$ cat src/hw/rtl/dwq_pkg.sv
// Shared types and constants for the deduplicating work queue.
// Holds the result kind codes, the action codes and the controller/datapath
// command and status structs. No dependencies.
package dwq_pkg;

	localparam int unsigned ENTRY_W = 8;   // width of an offered entry index
	localparam int unsigned DRAIN_W = 6;   // width of a drained index
	localparam int unsigned POP_W   = 7;   // width of the population register
	localparam int unsigned KIND_W  = 3;   // width of the result kind
	localparam int unsigned TDATA_W = 8;   // both tdata buses, padded to a byte

	localparam logic [POP_W-1:0] POP_RESET = 7'd64;

	typedef enum logic [KIND_W-1:0] {
		KIND_ENQUEUED     = 3'd0,
		KIND_DUPLICATE    = 3'd1,
		KIND_OUT_OF_RANGE = 3'd2,
		KIND_DRAINED      = 3'd3,
		KIND_EMPTY        = 3'd4
	} dwq_kind_t;

	localparam logic ACT_ENQUEUE = 1'b0;
	localparam logic ACT_DRAIN   = 1'b1;

	// Commands from the controller to the datapath.
	typedef struct packed {
		logic enq;          // evaluate the offered index and load its result
		logic drain_empty;  // load the empty-queue result
		logic rd;           // read the head entry, advance the read pointer
		logic emit;         // load the drained entry and clear its bit
	} dwq_cmd_t;

	// Status from the datapath to the controller.
	typedef struct packed {
		logic occ_zero;     // queue holds no entries
		logic out_free;     // output register can take a beat this cycle
	} dwq_sts_t;

endpackage

$ cat src/hw/rtl/dwq_ctrl.sv
// Controller state machine of the deduplicating work queue.
// Sequences enqueue, empty drain and the per-entry drain loop.
// Depends on dwq_pkg.
module dwq_ctrl (
	input  logic            clk,
	input  logic            arst_n,
	input  logic            in_valid,
	input  logic            in_action,
	output logic            in_ready,
	input  dwq_pkg::dwq_sts_t sts,
	output dwq_pkg::dwq_cmd_t cmd
);
	import dwq_pkg::*;

	typedef enum logic [1:0] {
		ST_IDLE,
		ST_READ,
		ST_EMIT
	} state_t;

	state_t state_q;
	state_t state_nxt;

	always_comb begin
		cmd       = '0;
		in_ready  = 1'b0;
		state_nxt = state_q;
		case (state_q)
			ST_IDLE: begin
				in_ready = sts.out_free;
				if (in_valid && sts.out_free) begin
					if (in_action == ACT_ENQUEUE) begin
						cmd.enq = 1'b1;
					end else if (sts.occ_zero) begin
						cmd.drain_empty = 1'b1;
					end else begin
						state_nxt = ST_READ;
					end
				end
			end
			ST_READ: begin
				cmd.rd    = 1'b1;
				state_nxt = ST_EMIT;
			end
			ST_EMIT: begin
				if (sts.out_free) begin
					cmd.emit  = 1'b1;
					state_nxt = sts.occ_zero ? ST_IDLE : ST_READ;
				end
			end
			default: begin
				state_nxt = ST_IDLE;
			end
		endcase
	end

	always_ff @(posedge clk or negedge arst_n) begin
		if (!arst_n) begin
			state_q <= ST_IDLE;
		end else begin
			state_q <= state_nxt;
		end
	end

endmodule

$ cat src/hw/rtl/dwq_datapath.sv
// Datapath of the deduplicating work queue: population register, queue
// memory, pointers, occupancy, membership bitmap and the output register.
// Depends on dwq_pkg.
module dwq_datapath #(
	parameter int unsigned MAX_ENTRIES = 64
) (
	input  logic                         clk,
	input  logic                         arst_n,
	input  logic                         cfg_wr_en,
	input  logic [dwq_pkg::POP_W-1:0]    cfg_wr_data,
	input  logic [dwq_pkg::ENTRY_W-1:0]  entry_index,
	input  dwq_pkg::dwq_cmd_t            cmd,
	output dwq_pkg::dwq_sts_t            sts,
	output logic                         out_valid,
	input  logic                         out_ready,
	output logic [dwq_pkg::KIND_W-1:0]   out_kind,
	output logic [dwq_pkg::DRAIN_W-1:0]  out_index,
	output logic                         out_last
);
	import dwq_pkg::*;

	localparam int unsigned IDX_W = (MAX_ENTRIES > 1) ? $clog2(MAX_ENTRIES) : 1;
	localparam int unsigned OCC_W = $clog2(MAX_ENTRIES + 1);
	localparam logic [IDX_W-1:0] PTR_LAST = IDX_W'(MAX_ENTRIES - 1);
	localparam logic [POP_W-1:0] POP_CAP  = POP_W'(MAX_ENTRIES);

	logic [POP_W-1:0]     pop_q;
	logic [DRAIN_W-1:0]   mem_q [MAX_ENTRIES];
	logic [DRAIN_W-1:0]   rd_data_q;
	logic [IDX_W-1:0]     rptr_q;
	logic [IDX_W-1:0]     wptr_q;
	logic [OCC_W-1:0]     occ_q;
	logic [MAX_ENTRIES-1:0] queued_q;

	logic                 out_valid_q;
	dwq_kind_t            kind_q;
	logic [DRAIN_W-1:0]   index_q;
	logic                 last_q;

	logic [POP_W-1:0]     limit;
	logic                 in_range;
	logic                 dup;
	logic                 enq_ok;
	logic                 load;
	dwq_kind_t            load_kind;
	logic [DRAIN_W-1:0]   load_index;

	// An index is valid only below the population, capped at capacity.
	assign limit    = (pop_q > POP_CAP) ? POP_CAP : pop_q;
	assign in_range = entry_index < {1'b0, limit};
	assign dup      = queued_q[entry_index[IDX_W-1:0]];
	assign enq_ok   = cmd.enq && in_range && !dup;

	assign sts.occ_zero = (occ_q == '0);
	assign sts.out_free = !out_valid_q || out_ready;

	always_comb begin
		load       = cmd.enq || cmd.drain_empty || cmd.emit;
		load_index = '0;
		load_kind  = KIND_EMPTY;
		if (cmd.enq) begin
			if (!in_range) begin
				load_kind = KIND_OUT_OF_RANGE;
			end else if (dup) begin
				load_kind = KIND_DUPLICATE;
			end else begin
				load_kind = KIND_ENQUEUED;
			end
		end else if (cmd.emit) begin
			load_kind  = KIND_DRAINED;
			load_index = rd_data_q;
		end
	end

	always_ff @(posedge clk or negedge arst_n) begin
		if (!arst_n) begin
			pop_q <= POP_RESET;
		end else if (cfg_wr_en) begin
			pop_q <= cfg_wr_data;
		end
	end

	// Queue memory: one write port, one registered read port.
	always_ff @(posedge clk) begin
		if (enq_ok) begin
			mem_q[wptr_q] <= entry_index[DRAIN_W-1:0];
		end
		if (cmd.rd) begin
			rd_data_q <= mem_q[rptr_q];
		end
	end

	always_ff @(posedge clk or negedge arst_n) begin
		if (!arst_n) begin
			rptr_q   <= '0;
			wptr_q   <= '0;
			occ_q    <= '0;
			queued_q <= '0;
		end else begin
			if (enq_ok) begin
				wptr_q <= (wptr_q == PTR_LAST) ? '0 : wptr_q + 1'b1;
				occ_q  <= occ_q + 1'b1;
				queued_q[entry_index[IDX_W-1:0]] <= 1'b1;
			end
			if (cmd.rd) begin
				rptr_q <= (rptr_q == PTR_LAST) ? '0 : rptr_q + 1'b1;
				occ_q  <= occ_q - 1'b1;
			end
			if (cmd.emit) begin
				queued_q[rd_data_q[IDX_W-1:0]] <= 1'b0;
			end
		end
	end

	always_ff @(posedge clk or negedge arst_n) begin
		if (!arst_n) begin
			out_valid_q <= 1'b0;
		end else if (load) begin
			out_valid_q <= 1'b1;
		end else if (out_ready) begin
			out_valid_q <= 1'b0;
		end
	end

	always_ff @(posedge clk) begin
		if (load) begin
			kind_q  <= load_kind;
			index_q <= load_index;
			// Only the final drained entry closes a drain; occupancy has
			// already been decremented by the read that fetched it.
			last_q  <= cmd.emit ? (occ_q == '0) : 1'b1;
		end
	end

	assign out_valid = out_valid_q;
	assign out_kind  = kind_q;
	assign out_index = index_q;
	assign out_last  = last_q;

endmodule

$ cat src/hw/rtl/dedup_work_queue.sv
// Top level of the deduplicating work queue.
// Joins the controller (dwq_ctrl) and the datapath (dwq_datapath).
// Depends on dwq_pkg.

// The block keeps a FIFO of entry indices that never holds the same index
// twice. An enqueue beat (s_tuser = 0) offers s_tdata as an index and always
// yields exactly one result beat with tlast set: enqueued, already queued, or
// out of range when the index is not below the population size (capped at
// MAX_ENTRIES). A drain beat (s_tuser = 1) yields one result beat per queued
// index in arrival order, tlast on the final one, and clears each membership
// bit as the index leaves; an empty queue yields a single empty result. After
// an enqueue the next beat may follow at once while the output is taken. In a
// drain each entry is first read from the queue memory, whose read data is
// registered, and then loaded into the output register, which waits while
// the output is not free. No input beat is taken while a drain runs. The
// membership bitmap resets at once, so there is no clearing pass after reset.
// The population register may be rewritten only while the block is idle;
// entries already queued stay queued after it shrinks.
module dedup_work_queue #(
	parameter int unsigned MAX_ENTRIES = 64
) (
	input  logic                         clk,
	input  logic                         arst_n,

	// Population size register: written on any cycle with cfg_wr_en high.
	input  logic                         cfg_wr_en,
	input  logic [dwq_pkg::POP_W-1:0]    cfg_wr_data,

	// Request stream.
	input  logic                         s_tvalid,
	output logic                         s_tready,
	input  logic [dwq_pkg::TDATA_W-1:0]  s_tdata,   // [7:0] entry_index
	input  logic                         s_tuser,   // [0] action

	// Result stream.
	output logic                         m_tvalid,
	input  logic                         m_tready,
	output logic [dwq_pkg::TDATA_W-1:0]  m_tdata,   // [5:0] drained_index, [7:6] zero
	output logic [dwq_pkg::KIND_W-1:0]   m_tuser,   // [2:0] result_kind
	output logic                         m_tlast
);
	import dwq_pkg::*;

	dwq_cmd_t            cmd;
	dwq_sts_t            sts;
	logic [DRAIN_W-1:0]  out_index;

	// The controller owns the request handshake and the drain loop.
	dwq_ctrl u_ctrl (
		.clk       (clk),
		.arst_n    (arst_n),
		.in_valid  (s_tvalid),
		.in_action (s_tuser),
		.in_ready  (s_tready),
		.sts       (sts),
		.cmd       (cmd)
	);

	// The datapath holds all queue state and the single output register.
	// A waiting result holds off the next request until the cycle in which
	// that result is taken.
	dwq_datapath #(
		.MAX_ENTRIES (MAX_ENTRIES)
	) u_datapath (
		.clk         (clk),
		.arst_n      (arst_n),
		.cfg_wr_en   (cfg_wr_en),
		.cfg_wr_data (cfg_wr_data),
		.entry_index (s_tdata),
		.cmd         (cmd),
		.sts         (sts),
		.out_valid   (m_tvalid),
		.out_ready   (m_tready),
		.out_kind    (m_tuser),
		.out_index   (out_index),
		.out_last    (m_tlast)
	);

	// The drained index sits in the low bits; the rest of the byte is zero.
	assign m_tdata = {{(TDATA_W - DRAIN_W){1'b0}}, out_index};

endmodule
$ cat config.mk
export PLATFORM = sky130hd
export DESIGN_NAME = dedup_work_queue
export DESIGN_NICKNAME = d
export VERILOG_FILES = /design/src/hw/rtl/dwq_pkg.sv /design/src/hw/rtl/dwq_ctrl.sv /design/src/hw/rtl/dwq_datapath.sv /design/src/hw/rtl/dedup_work_queue.sv
export SDC_FILE = /design/constraint.sdc
export NUM_CORES = 1
export LEC_CHECK = 0
export ABC_AREA = 1
export BUFFER_PORTS_ARGS = -buffer_cell sky130_fd_sc_hd__clkbuf_2
export CORE_MARGIN = 2
export CORE_UTILIZATION = 30
export CTS_CLUSTER_DIAMETER = 60
export DETAILED_ROUTE_END_ITERATION = 8
export SETUP_SLACK_MARGIN = 0.5
export SKIP_LAST_GASP = 1
export SLEW_MARGIN = 5
export SYNTH_ARGS = -nofsm -noshare
export SYNTH_HDL_FRONTEND = slang
export SYNTH_SLANG_ARGS = --single-unit
$ cat constraint.sdc
create_clock -name clk -period 2.7 [get_ports clk]
set_input_delay 0.405 -clock clk [delete_from_list [all_inputs] [get_ports clk]]
set_output_delay 0.405 -clock clk [all_outputs]
set_load 0.005 [all_outputs]
==> flow_summary_export.csv, run 1 <==
group,metric,value,unit
worst_setup_path,crit_fanout,6,
yosys,yosys.area.top_type,"edfxtp_1",
power_and_ir_drop,intPower,0.0158,W
die,die_w,275,um
timing,min_period,2.81,ns
clocking,tritoncts,"yes",
global_routing,grt.met1_usage,20.2,%
worst_setup_path,critPathMaxStageDelay,0.38,ns
detailed_routing,drc,0,
global_routing,met3_usage,2.86,%
detailed_routing,ant_nets,0,
worst_setup_path,worst_setup_path_start_kind,"flop",
yosys,synth.area.top_cells,"edfxtp_1 (54%), dfrtp_1 (10%), nor2_1 (7.5%)",
timing,slew_violations,0,
global_routing,met2_usage,26.2,%
power_and_ir_drop,comb_power_share,31.8,%
detailed_routing,dr.pass1.iters,5,
yosys,ys_types,47,
clocking,clk_latency,0.64,ns
yosys,netlist.area_leader.share,54.4,%
power_and_ir_drop,power_frac_clock,30.0,%
timing,hold_violations,0,
yosys,synth-edff-count,400,
job,drv_cap,0,
worst_setup_path,worstPathArrival,3.12,ns
finish,instances_no_fill,3176,
run_status,violations,"negative setup slack",
clocking,cts-root-buf,"clkbuf_16",
die,die_h,275,um
power_and_ir_drop,p_sw,0.00870,W
clocking,clock_path_buffers,3,
worst_setup_path,rr_worst_depth,15,
timing,rsz0062_at_grt,"yes",
global_routing,grt.total_usage,15.8,%
worst_hold_path,holdCritPathClass,"input pin to flop",
detailed_routing,post_drt_wl_per_cell,19.5,um
power_and_ir_drop,sw_frac_of_total,35.6,%
worst_setup_path,worst_path_most_repeated_cell,"buf_12",
yosys,ys_top_cells_by_count,"nor2_1 (442), edfxtp_1 (400), o21ai_0 (212)",
power_and_ir_drop,ir_drop,761,uV
global_routing,antenna_found_initial,0,
worst_setup_path,cp_slowest_cell,"dfrtp_1",
finish,n_fill_cell,6843,
die,num_io_pins,35,
timing,max_freq,356,MHz
place,place_area,24400,um2
detailed_routing,vias,16100,
worst_setup_path,path_cells,"inv_1 > nand4_1 > o31ai_2 > nand2_1 > ha_4 > nand2_2 > inv_2 > o21ai_2 > nand3_2 > a21oi_4 > buf_12 > nand4_4 > buf_12 > nor2_2 > buf_6",
worst_setup_path,path_class,"flop to flop",
worst_hold_path,hold_path_depth,3,
timing,setup_slack,-0.109,ns
yosys,postSynthAreaPerCell,10.9,um2
yosys,netlist_area,22100,um2
worst_setup_path,required,3.01,ns
global_routing,grt_max_degree,86,
global_routing,grt_pass1_wl,92200,um
detailed_routing,drt_iter0_drc,1495,
place,dp_slack,-0.185,ns
finish,layout-drive-gt1-share,24.0,%
clocking,htreeDepth,2,
timing,clock_skew,0.0503,ns
yosys,ys_seq_elements,493,
clocking,cts_made_buffers,52,
die,core.rowCount,99,
yosys,synthArstFlopShare,18.9,%
place,gp_congestion,0.860,
power_and_ir_drop,pwr-share-seq,38.3,%
clocking,cts_sinks,493,
place,numPortBuffers,32,
finish,final_area,27600,um2
place,post-dp-hpwl,38800,um
yosys,ys_warn_count,0,
power_and_ir_drop,leakage,9.76,nW
yosys,synth-seq-area-share,64.9,%
timing,maxSlewHeadroom,37.4,%
die,initial_core_util,30.3,%
worst_setup_path,cp-end-kind,"flop",
global_routing,grt_pass1_vias,15700,
timing,timing.final.crit_share,104,%
place,placed_cells,3037,
yosys,ys.flop_type,"edfxtp_1",
die,fp.dieArea,75800,um2
die,core-area,73000,um2
timing,worst_pin_slew,0.937,ns
timing,setup_violations,379,
global_routing,overflow,0,
yosys,syn_inst,2028,
detailed_routing,totalWireLength,61800,um
run_status,status,"complete, but fails checks",
finish,n_antenna_cell,0,
yosys,synth_most_common_cell,"nor2_1",
global_routing,grt_busiest_layer,"met2",
power_and_ir_drop,power.density,887,nW/um2
clocking,clk_pin_slew_worst_paths,0.06,ns
finish,areaGrowthSynthToFinish,24.8,%
detailed_routing,via_per_inst,5.06,
finish,layout.nets,2208,
layout make-up:
| cell class | instances | area [um2] | area share (%) |
|---|---|---|---|
| clock inverter | 40 | 447 | 1.62 |
| timing repair buffer | 192 | 2170 | 7.86 |
| timing repair inverter | 2 | 17.5 | 0.0635 |
| clock buffer | 58 | 1320 | 4.80 |
| multi-input combinational | 1305 | 7570 | 27.5 |
| sequential | 493 | 14300 | 52.0 |
| inverter | 127 | 499 | 1.81 |
| tap | 959 | 1200 | 4.35 |
per-stage QoR:
stage                     TNS [ns]  power, W  utilization [%]  hold slack, ns
final                       -18.23    0.0245             37.8          0.0299
after global routing        -69.91    0.0256             37.8          0.0292
after CTS                   -21.88    0.0239             36.5          0.0119
after detailed placement    -37.69    0.0164             33.5           0.443
after global placement      -33.00    0.0163             33.5           0.440
after floorplan                  0    0.0139                -           0.109
state kept, by name, summed over array words and instances (netlist names):
register              cells
u_datapath.mem_q        384
u_datapath.queued_q      64
u_datapath.occ_q          7
u_datapath.pop_q          7
u_datapath.out_index      6
u_datapath.rd_data_q      6
u_datapath.rptr_q         6
u_datapath.wptr_q         6
u_datapath.out_kind       3
u_ctrl.state_q            2
u_datapath.out_last       1
u_datapath.out_valid      1
logic make-up (layout without fill, tap and decap cells):
group	count (synthesis)	in the layout	synth area share (%)
buffers and inverters	231	419	4.77
multiplexers	2	2	0.102
adder cells (fa/ha/maj)	14	14	0.827
AND/OR/NAND/NOR	875	875	18.1
other	1	2	0.0170
AO/OA/AOI/OAI	400	400	10.8
XOR/XNOR	12	12	0.476
flip-flops	493	493	64.9
power by group through the flow:
stage	combinational (W)	clock, W	sequential (W)
2_1_floorplan	0.00455	0	0.00933
3_3_place_gp	0.00684	0	0.00948
3_5_place_dp	0.00693	0	0.00950
4_1_cts	0.00706	0.00744	0.00935
5_1_grt	0.00848	0.00773	0.00943
6_report	0.00777	0.00733	0.00936
what timing repair did:
action                                  4_1_cts  5_1_grt
pin swaps                                    15       47
resized for setup                            45      155
buffers inserted                              9       17
hold endpoints to repair                     37        0
hold buffers                                  1        0
cloned                                        7        7
endpoints found under the setup margin      469      469
path summary, 6_finish.rpt:
check                                    startpoint                 endpoint  slack [ns]
min in group asynchronous                    arst_n   u_datapath.queued_q[3]        0.33
worst min-delay path                       s_tvalid        u_ctrl.state_q[0]        0.03
max in group asynchronous                    arst_n      u_datapath.pop_q[6]        1.46
worst max register to register  u_datapath.pop_q[5]  u_datapath.mem_q[60][0]       -0.11
worst max-delay path            u_datapath.pop_q[5]  u_datapath.mem_q[60][0]       -0.11
worst min register to register    u_ctrl.state_q[0]        u_ctrl.state_q[0]        0.47
layout by cell type, fill, tap and decap left out, drive strengths merged, types with 2 or more instances in the layout:
cell	n
conb	2
o31ai	2
o211ai	39
xor2	9
dfrtp	92
inv	129
clkbuf	93
or2	2
buf	156
nor2	447
o221ai	10
xnor2	3
edfxtp	400
o22ai	48
a21oi	77
ha	13
mux2	2
bufinv	6
clkinvlp	4
nand2	215
nand3	165
nor3	19
clkinv	30
o21ai	221
nand4	25
worst max-delay path: cells and delay by family (launching register included):
kind                     cells  cell delay, ns
flip-flops                   1            0.38
adder cells (fa/ha/maj)      1            0.23
buffers and inverters        5            0.62
AO/OA/AOI/OAI                3            0.64
AND/OR/NAND/NOR              6            0.65
per-layer routing:
layer	vias up	share of wire, %	routed length, um
li1	7410	-	-
met1	7914	42	25600
met2	596	48	30000
met3	137	6.0	3700
met4	0	4.0	2490
met5	-	0	0
(Power assumes the default switching activity.)
==> inputs of run 2 (changes only) <==
- CTS_BUF_LIST: default -> sky130_fd_sc_hd__clkbuf_4 sky130_fd_sc_hd__clkbuf_8 sky130_fd_sc_hd__clkbuf_16
==> flow_summary_export.csv, run 2 (synthesis results as in run 1) <==
group,metric,value,unit
run_status,status,"complete, but fails checks",
run_status,violations,"negative setup slack",
timing,max_freq,356,MHz
place,numPortBuffers,32,
finish,layout.nets,2208,
die,die_w,275,um
timing,hold_slack,0.0307,ns
power_and_ir_drop,p_sw,0.00870,W
timing,timing.final.crit_share,104,%
finish,largest_registers,"u_datapath.mem_q x384, u_datapath.queued_q x64",
power_and_ir_drop,ir_drop,759,uV
finish,final_area,27600,um2
finish,n_fill_cell,6840,
global_routing,grt_pass1_wl,92200,um
power_and_ir_drop,sw_frac_of_total,35.5,%
die,core-area,73000,um2
place,dp_slack,-0.185,ns
power_and_ir_drop,power_frac_clock,30.1,%
timing,maxSlewHeadroom,37.0,%
global_routing,grt_pass1_vias,15700,
timing,setup_slack,-0.110,ns
worst_setup_path,required,3.01,ns
finish,areaGrowthSynthToFinish,24.9,%
die,die_h,275,um
finish,seqCellArea,14300,um2
finish,layout-drive-gt1-share,24.3,%
finish,mostFrequentLayoutCell,"edfxtp_1",
finish,multi_input_area,7570,um2
clocking,clock_path_buffers,3,
clocking,clk_latency,0.64,ns
clocking,htreeDepth,2,
die,num_io_pins,35,
clocking,tritoncts,"yes",
finish,instances_no_fill,3176,
detailed_routing,post_drt_wl_per_cell,19.4,um
detailed_routing,ant_nets,0,
detailed_routing,totalWireLength,61800,um
clocking,clk_pin_slew_worst_paths,0.06,ns
power_and_ir_drop,power.density,888,nW/um2
place,placed_cells,3037,
global_routing,grt_max_degree,86,
worst_hold_path,holdCritPathClass,"input pin to flop",
finish,n_antenna_cell,0,
timing,clock_skew,0.0505,ns
clocking,cts_sinks,493,
detailed_routing,drt_iter0_drc,1593,
timing,min_period,2.81,ns
clocking,cts_made_buffers,52,
finish,regMostFlops,"u_datapath.mem_q",
job,drv_cap,0,
clocking,cts-root-buf,"clkbuf_16",
worst_hold_path,hold_path_depth,3,
finish,largest_register_ffs,384,
power_and_ir_drop,intPower,0.0158,W
timing,slew_violations,0,
timing,worst_pin_slew,0.943,ns
timing,hold_violations,0,
detailed_routing,via_per_inst,5.06,
worst_setup_path,cp-end-kind,"flop",
global_routing,grt.total_usage,15.8,%
worst_setup_path,worst_setup_path_start_kind,"flop",
worst_setup_path,path_class,"flop to flop",
detailed_routing,dr.pass1.iters,6,
finish,final_cell_mix,"edfxtp_1 (400), nor2_1 (372), nand2_1 (206), o21ai_0 (189), inv_1 (113)",
place,place_area,24400,um2
die,core.rowCount,99,
worst_setup_path,crit_fanout,8,
power_and_ir_drop,leakage,9.79,nW
worst_setup_path,worstPathArrival,3.12,ns
place,post-dp-hpwl,38800,um
timing,setup_violations,371,
global_routing,overflow,0,
die,fp.dieArea,75800,um2
die,initial_core_util,30.3,%
power_and_ir_drop,comb_power_share,31.7,%
power_and_ir_drop,pwr-share-seq,38.2,%
timing,rsz0062_at_grt,"yes",
place,gp_congestion,0.860,
global_routing,antenna_found_initial,0,
detailed_routing,vias,16100,
worst_setup_path,rr_worst_depth,15,
worst_setup_path,r2r_slack,-0.11,ns
power_and_ir_drop,total_power,0.0245,W
detailed_routing,drc,0,
==> run 2: cell counts in the layout (fill, tap and decap cells not counted) <==
Identical to the previous run, type by type.
==> run 2: final timing paths <==
| check | start | endpoint |
|---|---|---|
| max | u_datapath.pop_q[5] | u_datapath.mem_q[59][1] |
| min | s_tvalid | u_ctrl.state_q[0] |
| max reg2reg | u_datapath.pop_q[5] | u_datapath.mem_q[59][1] |
| min reg2reg | u_ctrl.state_q[0] | u_ctrl.state_q[0] |
| max in group asynchronous | arst_n | u_datapath.pop_q[6] |
| min in group asynchronous | arst_n | u_datapath.queued_q[3] |
==> run 2: through the flow <==
step	utilization, %	setup TNS, ns
6_report	37.8	-17.95
5_1_grt	37.8	-69.92
4_1_cts	36.6	-21.87
3_5_place_dp	33.5	-37.69
3_3_place_gp	33.5	-33.00
2_1_floorplan	-	0
==> run 2: what timing repair did <==
action / CTS / global route
hold buffers: 1 / 0
cloned: 7 / 7
gates resized for setup: 45 / 155
pin swaps: 15 / 47
hold endpoints to repair: 37 / 0
setup buffers: 9 / 17
setup endpoints to repair: 469 / 469
==> run 2: power by group through the flow <==
stage          Clock, W  Sequential [W]  Combinational (W)
5_1_grt         0.00779         0.00943            0.00848
2_1_floorplan         0         0.00933            0.00455
4_1_cts         0.00750         0.00935            0.00706
6_report        0.00738         0.00935            0.00777
3_3_place_gp          0         0.00948            0.00684
3_5_place_dp          0         0.00950            0.00693
==> run 2: final cells by class <==
type,count,area share (%)
sequential,493,52.0
multi-input combinational,1305,27.4
timing repair buffer,192,7.86
clock buffer,58,4.88
tap,959,4.35
inverter,127,1.81
clock inverter,40,1.62
timing repair inverter,2,0.0635
==> run 2: routing by layer <==
layer / GRT usage, % / routed length (um) / share of wire (%) / up-vias
met5: 0 / 0 / 0 / -
met4: 7.23 / 2520 / 4.1 / 0
met3: 2.86 / 3810 / 6.2 / 138
met2: 26.2 / 29800 / 48 / 581
met1: 20.2 / 25600 / 41 / 7923
li1: - / - / - / 7416
==> run 2: critical path, cell delays in order (launching register included) <==
cell	delay, ns
dfrtp_1	0.38
inv_1	0.08
nand4_1	0.11
o31ai_2	0.27
nand2_1	0.13
ha_4	0.23
nand2_2	0.06
inv_2	0.04
o21ai_2	0.12
nand3_2	0.11
a21oi_4	0.25
clkbuf_16	0.20
nand4_4	0.11
buf_12	0.19
nor2_2	0.10
buf_6	0.14
